**src/rtl/dtf_pkg.sv**
```systemverilog
package dtf_pkg;

    // Widths of the parsed record. These are the largest supported sizes.
    localparam int JOB_INT_W  = 31;
    localparam int FRAC_ACC_W = 30;
    localparam int CNT_W      = 4;

    // Queue depth between parser and converter
    localparam int Q_DEPTH = 2;

    // Character codes
    localparam logic [7:0] CH_NUL   = 8'h00;
    localparam logic [7:0] CH_TAB   = 8'h09;
    localparam logic [7:0] CH_CR    = 8'h0D;
    localparam logic [7:0] CH_SPACE = 8'h20;
    localparam logic [7:0] CH_PLUS  = 8'h2B;
    localparam logic [7:0] CH_MINUS = 8'h2D;
    localparam logic [7:0] CH_DOT   = 8'h2E;
    localparam logic [7:0] CH_ZERO  = 8'h30;
    localparam logic [7:0] CH_NINE  = 8'h39;

    // One finished string, as handed from parser to converter
    typedef struct packed {
        logic                  neg;
        logic                  sat;
        logic [JOB_INT_W-1:0]  int_part;
        logic [FRAC_ACC_W-1:0] frac_acc;
        logic [CNT_W-1:0]      frac_cnt;
    } t_job;

    // Powers of ten for the fraction divisor
    function automatic logic [FRAC_ACC_W-1:0] pow10(input logic [CNT_W-1:0] n);
        logic [FRAC_ACC_W-1:0] p;
        begin
            case (n)
                4'd0:    p = 30'd1;
                4'd1:    p = 30'd10;
                4'd2:    p = 30'd100;
                4'd3:    p = 30'd1000;
                4'd4:    p = 30'd10000;
                4'd5:    p = 30'd100000;
                4'd6:    p = 30'd1000000;
                4'd7:    p = 30'd10000000;
                4'd8:    p = 30'd100000000;
                default: p = 30'd1000000000;
            endcase
            return p;
        end
    endfunction

endpackage

```
**src/rtl/decimal_text_to_fixed_point_top.sv**
```systemverilog
// Input: one byte per cycle, accepted every cycle while the result queue has room.
// Result path: queue, idle load, the one-bit-per-cycle fraction divider, rounding, and the
// output register, which waits for a free slot; the converter handles one string at a time.
// A two-entry queue holds finished strings, so the parser keeps streaming meanwhile.
// Synchronous active-low reset returns parser, queue and converter to idle, empty.
module decimal_text_to_fixed_point_top #(
    parameter int FRAC_DIGITS = 9,
    parameter int FRAC_BITS   = 32,
    parameter int INT_BITS    = 31
) (
    input  logic        i_clk,
    input  logic        i_rst_n,
    input  logic        push,
    output logic        full,
    input  logic [7:0]  i_text_byte,
    output logic        empty,
    input  logic        pop,
    output logic [63:0] o_fixed_value,
    output logic        o_overflow
);
    import dtf_pkg::*;

    logic accept;
    logic job_push, job_pop, job_empty;
    t_job job_in, job_out;

    assign accept = push && !full;

    // Parser: classifies bytes and accumulates digits
    dtf_front #(
        .FRAC_DIGITS(FRAC_DIGITS),
        .INT_BITS   (INT_BITS)
    ) u_front (
        .i_clk      (i_clk),
        .i_rst_n    (i_rst_n),
        .i_accept   (accept),
        .i_text_byte(i_text_byte),
        .o_job_push (job_push),
        .o_job      (job_in)
    );

    // Decoupling queue
    dtf_fifo u_fifo (
        .i_clk  (i_clk),
        .i_rst_n(i_rst_n),
        .i_push (job_push),
        .i_job  (job_in),
        .o_full (full),
        .i_pop  (job_pop),
        .o_empty(job_empty),
        .o_job  (job_out)
    );

    // Converter: fraction divide, round, sign
    dtf_back #(
        .FRAC_BITS(FRAC_BITS),
        .INT_BITS (INT_BITS)
    ) u_back (
        .i_clk        (i_clk),
        .i_rst_n      (i_rst_n),
        .i_job_empty  (job_empty),
        .i_job        (job_out),
        .o_job_pop    (job_pop),
        .o_empty      (empty),
        .i_pop        (pop),
        .o_fixed_value(o_fixed_value),
        .o_overflow   (o_overflow)
    );

endmodule

```
**src/rtl/dtf_front.sv**
```systemverilog
module dtf_front #(
    parameter int FRAC_DIGITS = 9,
    parameter int INT_BITS    = 31
) (
    input  logic          i_clk,
    input  logic          i_rst_n,
    input  logic          i_accept,
    input  logic [7:0]    i_text_byte,
    output logic          o_job_push,
    output dtf_pkg::t_job o_job
);
    import dtf_pkg::*;

    localparam int IW = INT_BITS + 4;
    localparam logic [IW-1:0] INT_LIMIT = {4'b0, {INT_BITS{1'b1}}};

    typedef enum logic [2:0] {
        PH_SKIP,
        PH_SIGNED,
        PH_INT,
        PH_FRAC,
        PH_DONE
    } t_phase;

    t_phase                r_phase, n_phase;
    logic                  r_neg, n_neg;
    logic                  r_sat, n_sat;
    logic [INT_BITS-1:0]   r_int, n_int;
    logic [FRAC_ACC_W-1:0] r_frac, n_frac;
    logic [CNT_W-1:0]      r_cnt, n_cnt;

    logic                  is_ws, is_sign, is_digit, is_dot, is_term;
    logic [3:0]            digit;
    logic [IW-1:0]         int_next;
    logic [FRAC_ACC_W-1:0] frac_next;
    logic                  int_over;

    // Byte classes
    assign is_ws    = (i_text_byte == CH_SPACE) ||
                      ((i_text_byte >= CH_TAB) && (i_text_byte <= CH_CR));
    assign is_sign  = (i_text_byte == CH_PLUS) || (i_text_byte == CH_MINUS);
    assign is_digit = (i_text_byte >= CH_ZERO) && (i_text_byte <= CH_NINE);
    assign is_dot   = (i_text_byte == CH_DOT);
    assign is_term  = (i_text_byte == CH_NUL);
    assign digit    = i_text_byte[3:0];

    // acc * 10 + digit, as shifts and adds
    assign int_next  = (IW'(r_int) << 3) + (IW'(r_int) << 1) + IW'(digit);
    assign int_over  = int_next > INT_LIMIT;
    assign frac_next = (r_frac << 3) + (r_frac << 1) + FRAC_ACC_W'(digit);

    // Finished record goes to the queue on the terminator beat
    assign o_job_push     = i_accept && is_term;
    assign o_job.neg      = r_neg;
    assign o_job.sat      = r_sat;
    assign o_job.int_part = JOB_INT_W'(r_int);
    assign o_job.frac_acc = r_frac;
    assign o_job.frac_cnt = r_cnt;

    // Next-state parser logic
    always_comb begin
        n_phase = r_phase;
        n_neg   = r_neg;
        n_sat   = r_sat;
        n_int   = r_int;
        n_frac  = r_frac;
        n_cnt   = r_cnt;
        if (i_accept) begin
            if (is_term) begin
                n_phase = PH_SKIP;
                n_neg   = 1'b0;
                n_sat   = 1'b0;
                n_int   = '0;
                n_frac  = '0;
                n_cnt   = '0;
            end else begin
                unique case (r_phase)
                    PH_SKIP, PH_SIGNED: begin
                        if (r_phase == PH_SKIP && is_ws) begin
                            n_phase = PH_SKIP;
                        end else if (is_sign) begin
                            if (r_phase == PH_SKIP) begin
                                n_neg   = (i_text_byte == CH_MINUS);
                                n_phase = PH_SIGNED;
                            end else begin
                                // second sign: result is zero
                                n_neg   = 1'b0;
                                n_int   = '0;
                                n_phase = PH_DONE;
                            end
                        end else if (is_digit) begin
                            n_int   = int_over ? INT_LIMIT[INT_BITS-1:0]
                                               : int_next[INT_BITS-1:0];
                            n_sat   = r_sat | int_over;
                            n_phase = PH_INT;
                        end else if (is_dot) begin
                            n_phase = PH_FRAC;
                        end else begin
                            n_phase = PH_DONE;
                        end
                    end
                    PH_INT: begin
                        if (is_digit) begin
                            n_int = int_over ? INT_LIMIT[INT_BITS-1:0]
                                             : int_next[INT_BITS-1:0];
                            n_sat = r_sat | int_over;
                        end else if (is_dot) begin
                            n_phase = PH_FRAC;
                        end else begin
                            n_phase = PH_DONE;
                        end
                    end
                    PH_FRAC: begin
                        if (is_digit) begin
                            // digits past the limit are eaten silently
                            if (r_cnt < CNT_W'(FRAC_DIGITS)) begin
                                n_frac = frac_next;
                                n_cnt  = r_cnt + 1'b1;
                            end
                        end else begin
                            n_phase = PH_DONE;
                        end
                    end
                    default: n_phase = PH_DONE;
                endcase
            end
        end
    end

    always_ff @(posedge i_clk) begin
        if (!i_rst_n) begin
            r_phase <= PH_SKIP;
            r_neg   <= 1'b0;
            r_sat   <= 1'b0;
            r_int   <= '0;
            r_frac  <= '0;
            r_cnt   <= '0;
        end else begin
            r_phase <= n_phase;
            r_neg   <= n_neg;
            r_sat   <= n_sat;
            r_int   <= n_int;
            r_frac  <= n_frac;
            r_cnt   <= n_cnt;
        end
    end

endmodule

```
**src/rtl/dtf_fifo.sv**
```systemverilog
module dtf_fifo (
    input  logic          i_clk,
    input  logic          i_rst_n,
    input  logic          i_push,
    input  dtf_pkg::t_job i_job,
    output logic          o_full,
    input  logic          i_pop,
    output logic          o_empty,
    output dtf_pkg::t_job o_job
);
    import dtf_pkg::*;

    localparam int PW = (Q_DEPTH > 1) ? $clog2(Q_DEPTH) : 1;
    localparam int CW = $clog2(Q_DEPTH + 1);

    t_job          r_mem [Q_DEPTH];
    logic [PW-1:0] r_wr, r_rd;
    logic [CW-1:0] r_cnt;
    logic          do_push, do_pop;

    assign o_full  = (r_cnt == CW'(Q_DEPTH));
    assign o_empty = (r_cnt == '0);
    assign o_job   = r_mem[r_rd];
    assign do_push = i_push && !o_full;
    assign do_pop  = i_pop && !o_empty;

    // Entry storage
    always_ff @(posedge i_clk) begin
        if (do_push) begin
            r_mem[r_wr] <= i_job;
        end
    end

    // Pointers and fill count
    always_ff @(posedge i_clk) begin
        if (!i_rst_n) begin
            r_wr  <= '0;
            r_rd  <= '0;
            r_cnt <= '0;
        end else begin
            if (do_push) begin
                r_wr <= (r_wr == PW'(Q_DEPTH - 1)) ? '0 : r_wr + 1'b1;
            end
            if (do_pop) begin
                r_rd <= (r_rd == PW'(Q_DEPTH - 1)) ? '0 : r_rd + 1'b1;
            end
            case ({do_push, do_pop})
                2'b10:   r_cnt <= r_cnt + 1'b1;
                2'b01:   r_cnt <= r_cnt - 1'b1;
                default: r_cnt <= r_cnt;
            endcase
        end
    end

endmodule

```
**src/rtl/dtf_back.sv**
```systemverilog
module dtf_back #(
    parameter int FRAC_BITS = 32,
    parameter int INT_BITS  = 31
) (
    input  logic          i_clk,
    input  logic          i_rst_n,
    input  logic          i_job_empty,
    input  dtf_pkg::t_job i_job,
    output logic          o_job_pop,
    output logic          o_empty,
    input  logic          i_pop,
    output logic [63:0]   o_fixed_value,
    output logic          o_overflow
);
    import dtf_pkg::*;

    localparam int QW = FRAC_BITS + 1;             // quotient bits (2x scaled)
    localparam int RW = FRAC_ACC_W + 1;            // remainder bits
    localparam int SW = $clog2(QW + 1);            // step counter
    localparam int MW = INT_BITS + FRAC_BITS;      // magnitude bits
    localparam logic [INT_BITS-1:0] INT_MAX = {INT_BITS{1'b1}};

    typedef enum logic [1:0] {
        B_IDLE,
        B_DIV,
        B_FIN,
        B_OUT
    } t_bstate;

    t_bstate               r_state;
    logic                  r_neg, r_ovf;
    logic [INT_BITS-1:0]   r_int;
    logic [FRAC_ACC_W-1:0] r_den;
    logic [RW-1:0]         r_rem;
    logic [QW-1:0]         r_quo;
    logic [SW-1:0]         r_step;
    logic [FRAC_BITS-1:0]  r_frac;
    logic                  r_valid;
    logic [63:0]           r_value;
    logic                  r_out_ovf;

    logic [RW-1:0]         rem_sh;
    logic                  q_bit;
    logic [QW:0]           quo_inc;
    logic [QW-1:0]         frac_rnd;
    logic [63:0]           mag;
    logic                  slot_free;

    assign o_job_pop     = (r_state == B_IDLE) && !i_job_empty;
    assign o_empty       = !r_valid;
    assign o_fixed_value = r_value;
    assign o_overflow    = r_out_ovf;
    assign slot_free     = !r_valid || i_pop;

    // One restoring divide step: remainder stays below the divisor
    assign rem_sh = {r_rem[RW-2:0], 1'b0};
    assign q_bit  = rem_sh >= RW'(r_den);

    // Round half up: floor((floor(2x/d) + 1) / 2)
    assign quo_inc  = (QW+1)'(r_quo) + 1'b1;
    assign frac_rnd = quo_inc[QW:1];

    // Sign applied by two's complement
    assign mag = 64'({r_int, r_frac});

    always_ff @(posedge i_clk) begin
        if (!i_rst_n) begin
            r_state   <= B_IDLE;
            r_valid   <= 1'b0;
            r_step    <= '0;
        end else begin
            // slot drains on a pop unless a new result loads in the same cycle
            if (i_pop && r_valid && !((r_state == B_OUT) && slot_free)) begin
                r_valid <= 1'b0;
            end
            unique case (r_state)
                B_IDLE: begin
                    if (!i_job_empty) begin
                        r_neg   <= i_job.neg;
                        r_ovf   <= i_job.sat;
                        r_int   <= i_job.int_part[INT_BITS-1:0];
                        r_den   <= pow10(i_job.frac_cnt);
                        r_rem   <= RW'(i_job.frac_acc);
                        r_quo   <= '0;
                        r_step  <= '0;
                        r_state <= B_DIV;
                    end
                end
                B_DIV: begin
                    r_rem  <= q_bit ? rem_sh - RW'(r_den) : rem_sh;
                    r_quo  <= {r_quo[QW-2:0], q_bit};
                    r_step <= r_step + 1'b1;
                    if (r_step == SW'(QW - 1)) begin
                        r_state <= B_FIN;
                    end
                end
                B_FIN: begin
                    // fraction rounded up to one: carry or saturate
                    if (frac_rnd[FRAC_BITS]) begin
                        if (r_int == INT_MAX) begin
                            r_frac <= {FRAC_BITS{1'b1}};
                            r_ovf  <= 1'b1;
                        end else begin
                            r_int  <= r_int + 1'b1;
                            r_frac <= '0;
                        end
                    end else begin
                        r_frac <= frac_rnd[FRAC_BITS-1:0];
                    end
                    r_state <= B_OUT;
                end
                B_OUT: begin
                    if (slot_free) begin
                        r_value   <= r_neg ? (~mag + 64'd1) : mag;
                        r_out_ovf <= r_ovf;
                        r_valid   <= 1'b1;
                        r_state   <= B_IDLE;
                    end
                end
                default: r_state <= B_IDLE;
            endcase
        end
    end

endmodule

```
**config.mk**
```make
export PLATFORM = sky130hd
export DESIGN_NAME = decimal_text_to_fixed_point_top
export DESIGN_NICKNAME = d
export VERILOG_FILES = /design/src/rtl/dtf_pkg.sv /design/src/rtl/decimal_text_to_fixed_point_top.sv /design/src/rtl/dtf_front.sv /design/src/rtl/dtf_fifo.sv /design/src/rtl/dtf_back.sv
export SDC_FILE = /design/constraint.sdc
export NUM_CORES = 1
export LEC_CHECK = 0
export BUFFER_PORTS_ARGS = -buffer_cell sky130_fd_sc_hd__buf_2
export CORE_MARGIN = 2
export CORE_UTILIZATION = 57
export CTS_CLUSTER_DIAMETER = 80
export DETAILED_ROUTE_END_ITERATION = 6
export GPL_TIMING_DRIVEN = 0
export PLACE_DENSITY_LB_ADDON = 0.1
export SYNTH_ARGS = -nofsm -noshare
export SYNTH_HDL_FRONTEND = slang
export SYNTH_SLANG_ARGS = --single-unit
```
**constraint.sdc**
```tcl
create_clock -name i_clk -period 6.4 [get_ports i_clk]
set_clock_uncertainty 0.05 [all_clocks]
set_input_delay 1.28 -clock i_clk [delete_from_list [all_inputs] [get_ports i_clk]]
set_output_delay 1.28 -clock i_clk [all_outputs]
set_load 0.01 [all_outputs]
```
After elaboration in Yosys (flattened, before gate mapping)

Memory sizes are Yosys's and may differ from the RTL's. A register that Yosys moved wholly into a read port is not among the register bits.
Cells that the tools add are included.

Order comparisons: 7
Bitwise gates (word level): 3
Shifts and indexed selects: 0
Multiply operators: 0
Add/subtract/negate cells: 14
Multiplexer cells: 66
Div/mod/pow operators: 0
Reductions and logical operators: 45
Eq/ne operators: 27

Operators by type and width:

| operator                                                        | number |
|---|---|
| 2-to-1 mux 31 bit                                               | 9 |
| 2-to-1 mux 30 bit                                               | 6 |
| one-hot mux 31 bit (2 select lines)                             | 2 |
| one-hot mux 33 bit (2 select lines)                             | 1 |
| adder 64 x 1 -> 64 bit, second input constant                   | 1 |
| 2-to-1 mux 32 bit                                               | 2 |
| inverter 63 -> 64 bit                                           | 1 |
| 2-to-1 mux 63 bit                                               | 1 |
| one-hot mux 30 bit (2 select lines)                             | 1 |
| adder 34 x 32 -> 35 bit                                         | 1 |
| adder 35 x 4 -> 35 bit                                          | 1 |
| greater-than comparator 35 x 31 -> 1 bit, second input constant | 1 |
| adder 33 x 1 -> 34 bit, second input constant                   | 1 |
| 2-to-1 mux 33 bit                                               | 1 |
| equality test 8 x 6 -> 1 bit, second input constant             | 4 |
| adder 31 x 1 -> 31 bit, second input constant                   | 1 |
| equality test 31 bit, second input constant                     | 1 |
| >= comparator 31 x 30 -> 1 bit                                  | 1 |
| adder 30 bit                                                    | 1 |
| adder 30 x 4 -> 30 bit                                          | 1 |
| subtractor 30 bit                                               | 1 |
| 2-to-1 mux 3 bit                                                | 8 |
| 2-to-1 mux 1 bit                                                | 21 |
| 2-to-1 mux 4 bit                                                | 4 |
| 42 further kinds                                                | 90 |

Flip-flop bits (word level): 276
RAM bits: 134
Bits in latches: 0
Word-level logic and storage cells: 185
Output and inout bits: 67
Memories kept: 2
Input bits: 12
Bits in read-only memories: 480

Memories:

| memory          | words | width | rd ports | clocked after Yosys merged registers in | write ports | line           | text |
|---|---|---|---|---|---|---|---|
| (no name shown) | 16    | 30    | 1        | 1                                       | 0           | dtf_pkg.sv:35  | `case (n)` |
| u_fifo.r_mem    | 2     | 67    | 1        | 1                                       | 1           | dtf_fifo.sv:16 | `t_job r_mem [Q_DEPTH];` |

Longest topological paths before layout

Word-level depth: 9
Mapped depth: 14
Mapped depth without buffers: 13

By module

From an unflattened synthesis, not the netlist that was laid out.

Cells, all modules: 2232
Area total of the unflattened synthesis: 24499.7 um^2

By module, submodules not included:

| module                          | times used | sequential area each (um^2) | cells an instance | area an instance (um^2) |
|---|---|---|---|---|
| dtf_back                        | 1          | 6666.4                      | 1226              | 12992.5 |
| dtf_front                       | 1          | 1401.3                      | 771               | 6436.2 |
| dtf_fifo                        | 1          | 4124.0                      | 234               | 5057.4 |
| decimal_text_to_fixed_point_top | 1          | 0.0                         | 1                 | 13.8 |

Least setup slack after synthesis

No wires, ideal clock.

Path type: input-to-reg
Start point: input port i_text_byte[1]
End point: memory u_fifo.r_mem[0][0] (netlist bit), enable pin
Library setup time: 494 ps
Data required time: 5856 ps
Cell stages on the path: 7
Arrival time: 5537 ps
Slack: 320 ps
Cells stage by stage: clkbuf_1 or4_1 nor3_1 inv_1 nor2_1 inv_1 nor2_1

Word-level cells in the longest chain between the ends: 5

RTL lines:

| item                                   | line                                  | text |
|---|---|---|
| start: declaration                     | decimal_text_to_fixed_point_top.sv:15 | `input logic [7:0] i_text_byte,` |
| logical NOT 8 bit                      | dtf_front.sv:44                       | `assign is_term = (i_text_byte == CH_NUL);` |
| logical AND 1 bit                      | dtf_front.sv:53                       | `assign o_job_push = i_accept && is_term;` |
| logical AND 1 bit                      | dtf_fifo.sv:24                        | `assign do_push = i_push && !o_full;` |
| 2-to-1 mux 1 bit                       | dtf_fifo.sv:29                        | `if (do_push) begin` |
| 2-to-1 mux 1 bit (not written as such) | dtf_fifo.sv:30                        | `r_mem[r_wr] <= i_job;` |
| end: declaration                       | dtf_fifo.sv:16                        |  |

No other way between the ends.

Worst setup path in the final report

Start point: input port i_text_byte[3]
End point: register u_front.r_int[5]

Word-level cells in the longest chain between the ends: 8

RTL lines:

| item                                     | line                              | text |
|---|---|---|
| adder 35 x 4 -> 35 bit                   | dtf_front.sv:48                   | `assign int_next = (IW'(r_int) << 3) + (IW'(r_int) << 1) + IW'(digit);` |
| greater-than comparator 35 x 31 -> 1 bit | dtf_front.sv:49                   | `assign int_over = int_next > INT_LIMIT;` |
| 2-to-1 mux 31 bit                        | dtf_front.sv:92, dtf_front.sv:104 |  |
| 2-to-1 mux 31 bit                        | dtf_front.sv:91, dtf_front.sv:103 |  |
| 2-to-1 mux 31 bit                        | dtf_front.sv:81                   | `end else if (is_sign) begin` |
| 2-to-1 mux 31 bit                        | dtf_front.sv:79                   | `if (r_phase == PH_SKIP && is_ws) begin` |
| one-hot mux 31 bit (2 select lines)      | dtf_front.sv:77                   | `unique case (r_phase)` |
| 2-to-1 mux 31 bit                        | dtf_front.sv:69                   | `if (is_term) begin` |
| end signal: assignment                   | dtf_front.sv:142                  | `r_int <= n_int;` |
| end: declaration                         | dtf_front.sv:28                   | `logic [INT_BITS-1:0] r_int, n_int;` |

Several ways; a longest one is shown, not always the timed one. The select of a mux whose other input is x is not followed.
A chain may end at the register's enable or synchronous reset.

==> run metrics <==
Post-CTS Hold Fix Bufs 0; Num CTS Buffers 46; Critical Path RT 6.82 ns; Multi-input gate area 11,400 µm²; Max VDD drop 0.193 mV; crit-path max FO 10; max-cap violations 0; largest area contributor in the netlist edfxtp_1; Comb pwr share 15.2%; ys async rst share 0%; clock power share 36.6%; Yosys cell types 80; Seq pwr share 48.2%; Core Box Area 41,900 µm²; Post-Syn Area 24,200 µm²; initial antenna violation count 0; arrival time worst endpoint 5.47 ns; Rel. slew slack 13.8%; Remaining DRCs 0; first-pass GRT wire length 90.7 mm; die width 210 µm; Final #Nets 2,579; post-synthesis register bit count 434; Antenna Cells 0; CP Launch Type input port; sequential area share after synthesis 50.3%; Clock Path Buffers 3; P_sw 1860 µW; status finished clean; Pre-Repair DR Iteration Count 5; post-CTS setup repair buffer count 0; P per Cell Area 256 nW/µm²; largest net degree at the start of global routing 36; pre-CTS setup slack 0.805 ns; GRT Util Overall 25.8%; Post-synth top cells 350 x edfxtp_1, 202 x nand2_1, 202 x nor2_1, 164 x ha_1, 142 x xnor2_1; top post-synthesis cells by area edfxtp_1 43%, ha_1 8.5%, dfxtp_1 6.9%, xnor2_1 5.1%, nand2_1 3.1%; max-slew violations 0; FMAX 198 MHz; Rows 75; Routed WL 56.1 mm; Filler cells 3,394; Post-synth EDFFs 350; Syn Area/Cell 10.7 µm²; Sw Ratio 27.1%; P_int 5020 µW; overall power 6880 µW; Synthesized Nets 2,445; CTS tree yes; final RePlAce weighted congestion 0.925; root buf cell clkbuf_16; GRT overflow 0; Ports 79; # resized after CTS 0; routed len/inst 18.9 µm; ANT nets after route 0; die height 210 µm; leakage 0.0104 µW; yosys warns 0; register area 12,200 µm²; CP endpoint kind flop; Final WS setup 1.35 ns; initial core utilization 57.7%; clock latency at the later pin of the worst-skew pair 0.58 ns; Post-DP Area 25,500 µm²; final worst path period need 5.05 ns; Buffers on Ports 78; flop2flop setup slack 1.76 ns; H-tree Lvls 2; Final Hold Viols 0; Area Growth Syn to Fin 11.0%; post-route cell area 26,900 µm²; unrepaired setup endpoints after global routing no; vias in the first global route 17,068; synthesized instance count 2,264; Post-DP HPWL 41.6 mm; worst-margin pin slew 1.29 ns; layout cells sized above 1 7.73%; WS Path Type in -> reg; worst hold path type reg -> reg; most used flip-flop cell after synthesis edfxtp_1; DR vias/cell 5.96; die area 44,100 µm²; Synth top area share 43.4%; clock slew at reported path FFs 0.06 ns; CTS Sinks 434; Finished Core Util 64.1%; cell with the most instances after synthesis edfxtp_1; final setup vio count 0; First DRT Iteration DRCs 1,396; Fin Hold WS 0.369 ns; fin crit share 78.9%; DR vias 17,696
power groups by stage:
stage | combinational, µW | clock, µW | sequential, µW
floorplan | 736 | 0 | 3360
global placement | 984 | 0 | 3390
detailed placement | 1040 | 0 | 3380
CTS | 1040 | 2570 | 3320
global route | 1160 | 2660 | 3330
finish | 1040 | 2520 | 3320
metrics by stage:
stage          std cells  TNS (ns)
2_1_floorplan       2264         0
3_3_place_gp        2881   -304.29
3_5_place_dp        2889         0
4_1_cts             2970         0
5_1_grt             2970         0
6_report            2970         0
critical path, stage by stage:
cell	delay, ns
buf_2	0.16
inv_1	0.12
fa_1	0.60
inv_1	0.06
ha_1	0.30
a211oi_1	0.29
o211ai_1	0.21
a32o_1	0.36
o211ai_1	0.60
o211ai_1	0.23
xnor2_1	0.20
nand4_1	0.33
clkbuf_1	0.36
o21ai_0	0.28
nand2_1	0.07
final timing paths:
kind	from	to	depth (start not counted)
hold / removal	u_back.r_ovf	u_back.o_overflow	0
setup / recovery	i_text_byte[3]	u_front.r_int[5]	15
setup reg to reg	u_front.r_int[0]	u_front.r_int[5]	14
hold reg to reg	u_back.r_ovf	u_back.o_overflow	0
state kept, by name, indices dropped and copies added (netlist names), 23 cells and up, named ones only:
| name | cells |
|---|---|
| u_fifo.r_mem | 134 |
| u_back.o_fixed_value | 64 |
| u_back.r_quo | 33 |
| u_back.r_frac | 32 |
| u_back.r_int | 31 |
| u_front.r_int | 31 |
| u_back.r_rem | 30 |
| u_front.r_frac | 30 |
| u_back.r_den | 23 |
per-layer routing:
metal,part of all wire [%],track usage [%],wire length (µm),vias up
met5,0,0,0,-
met4,2.9,8.49,1610,0
met3,6.1,3.61,3400,109
met2,46,41.2,25600,546
met1,45,36.5,25400,8423
li1,-,-,-,8618
layout by cell type (no fill, tap or decap), types with 42 or more instances in the layout:
| cell type | synthesis | layout |
|---|---|---|
| dfxtp_1 | 84 | 84 |
| nor2_1 | 202 | 197 |
| nand2_1 | 202 | 202 |
| o21ai_0 | 130 | 130 |
| nand3_1 | 56 | 56 |
| clkbuf_1 | 78 | 85 |
| a21oi_1 | 119 | 118 |
| and2_1 | 42 | 42 |
| inv_1 | 75 | 75 |
| clkbuf_16 | 0 | 47 |
| xor2_1 | 51 | 51 |
| xnor2_1 | 142 | 142 |
| ha_1 | 164 | 164 |
| a21o_1 | 49 | 49 |
| edfxtp_1 | 350 | 350 |
| mux2i_1 | 58 | 58 |
| buf_2 | 2 | 80 |
| a211oi_1 | 44 | 44 |
layout make-up:
| cell class | instances | share of cell area, % |
|---|---|---|
| sequential | 434 | 45.4 |
| multi-input combinational | 1663 | 42.5 |
| clock buffer | 54 | 4.47 |
| tap | 539 | 2.51 |
| timing repair buffer | 86 | 2.06 |
| buffer | 90 | 1.29 |
| inverter | 77 | 1.08 |
| clock inverter | 27 | 0.721 |
cell families after synthesis:
kind of cell             after synthesis  share of synthesized area [%]
AO/OA/AOI/OAI                        520                           14.1
XOR/XNOR                             193                           6.98
adder cells (fa/ha/maj)              169                           8.89
buffers and inverters                167                           2.63
flip-flops                           434                           50.3
multiplexers                          62                           2.58
AND/OR/NAND/NOR                      719                           14.4
Note: power is estimated with default switching activity, not from simulation.
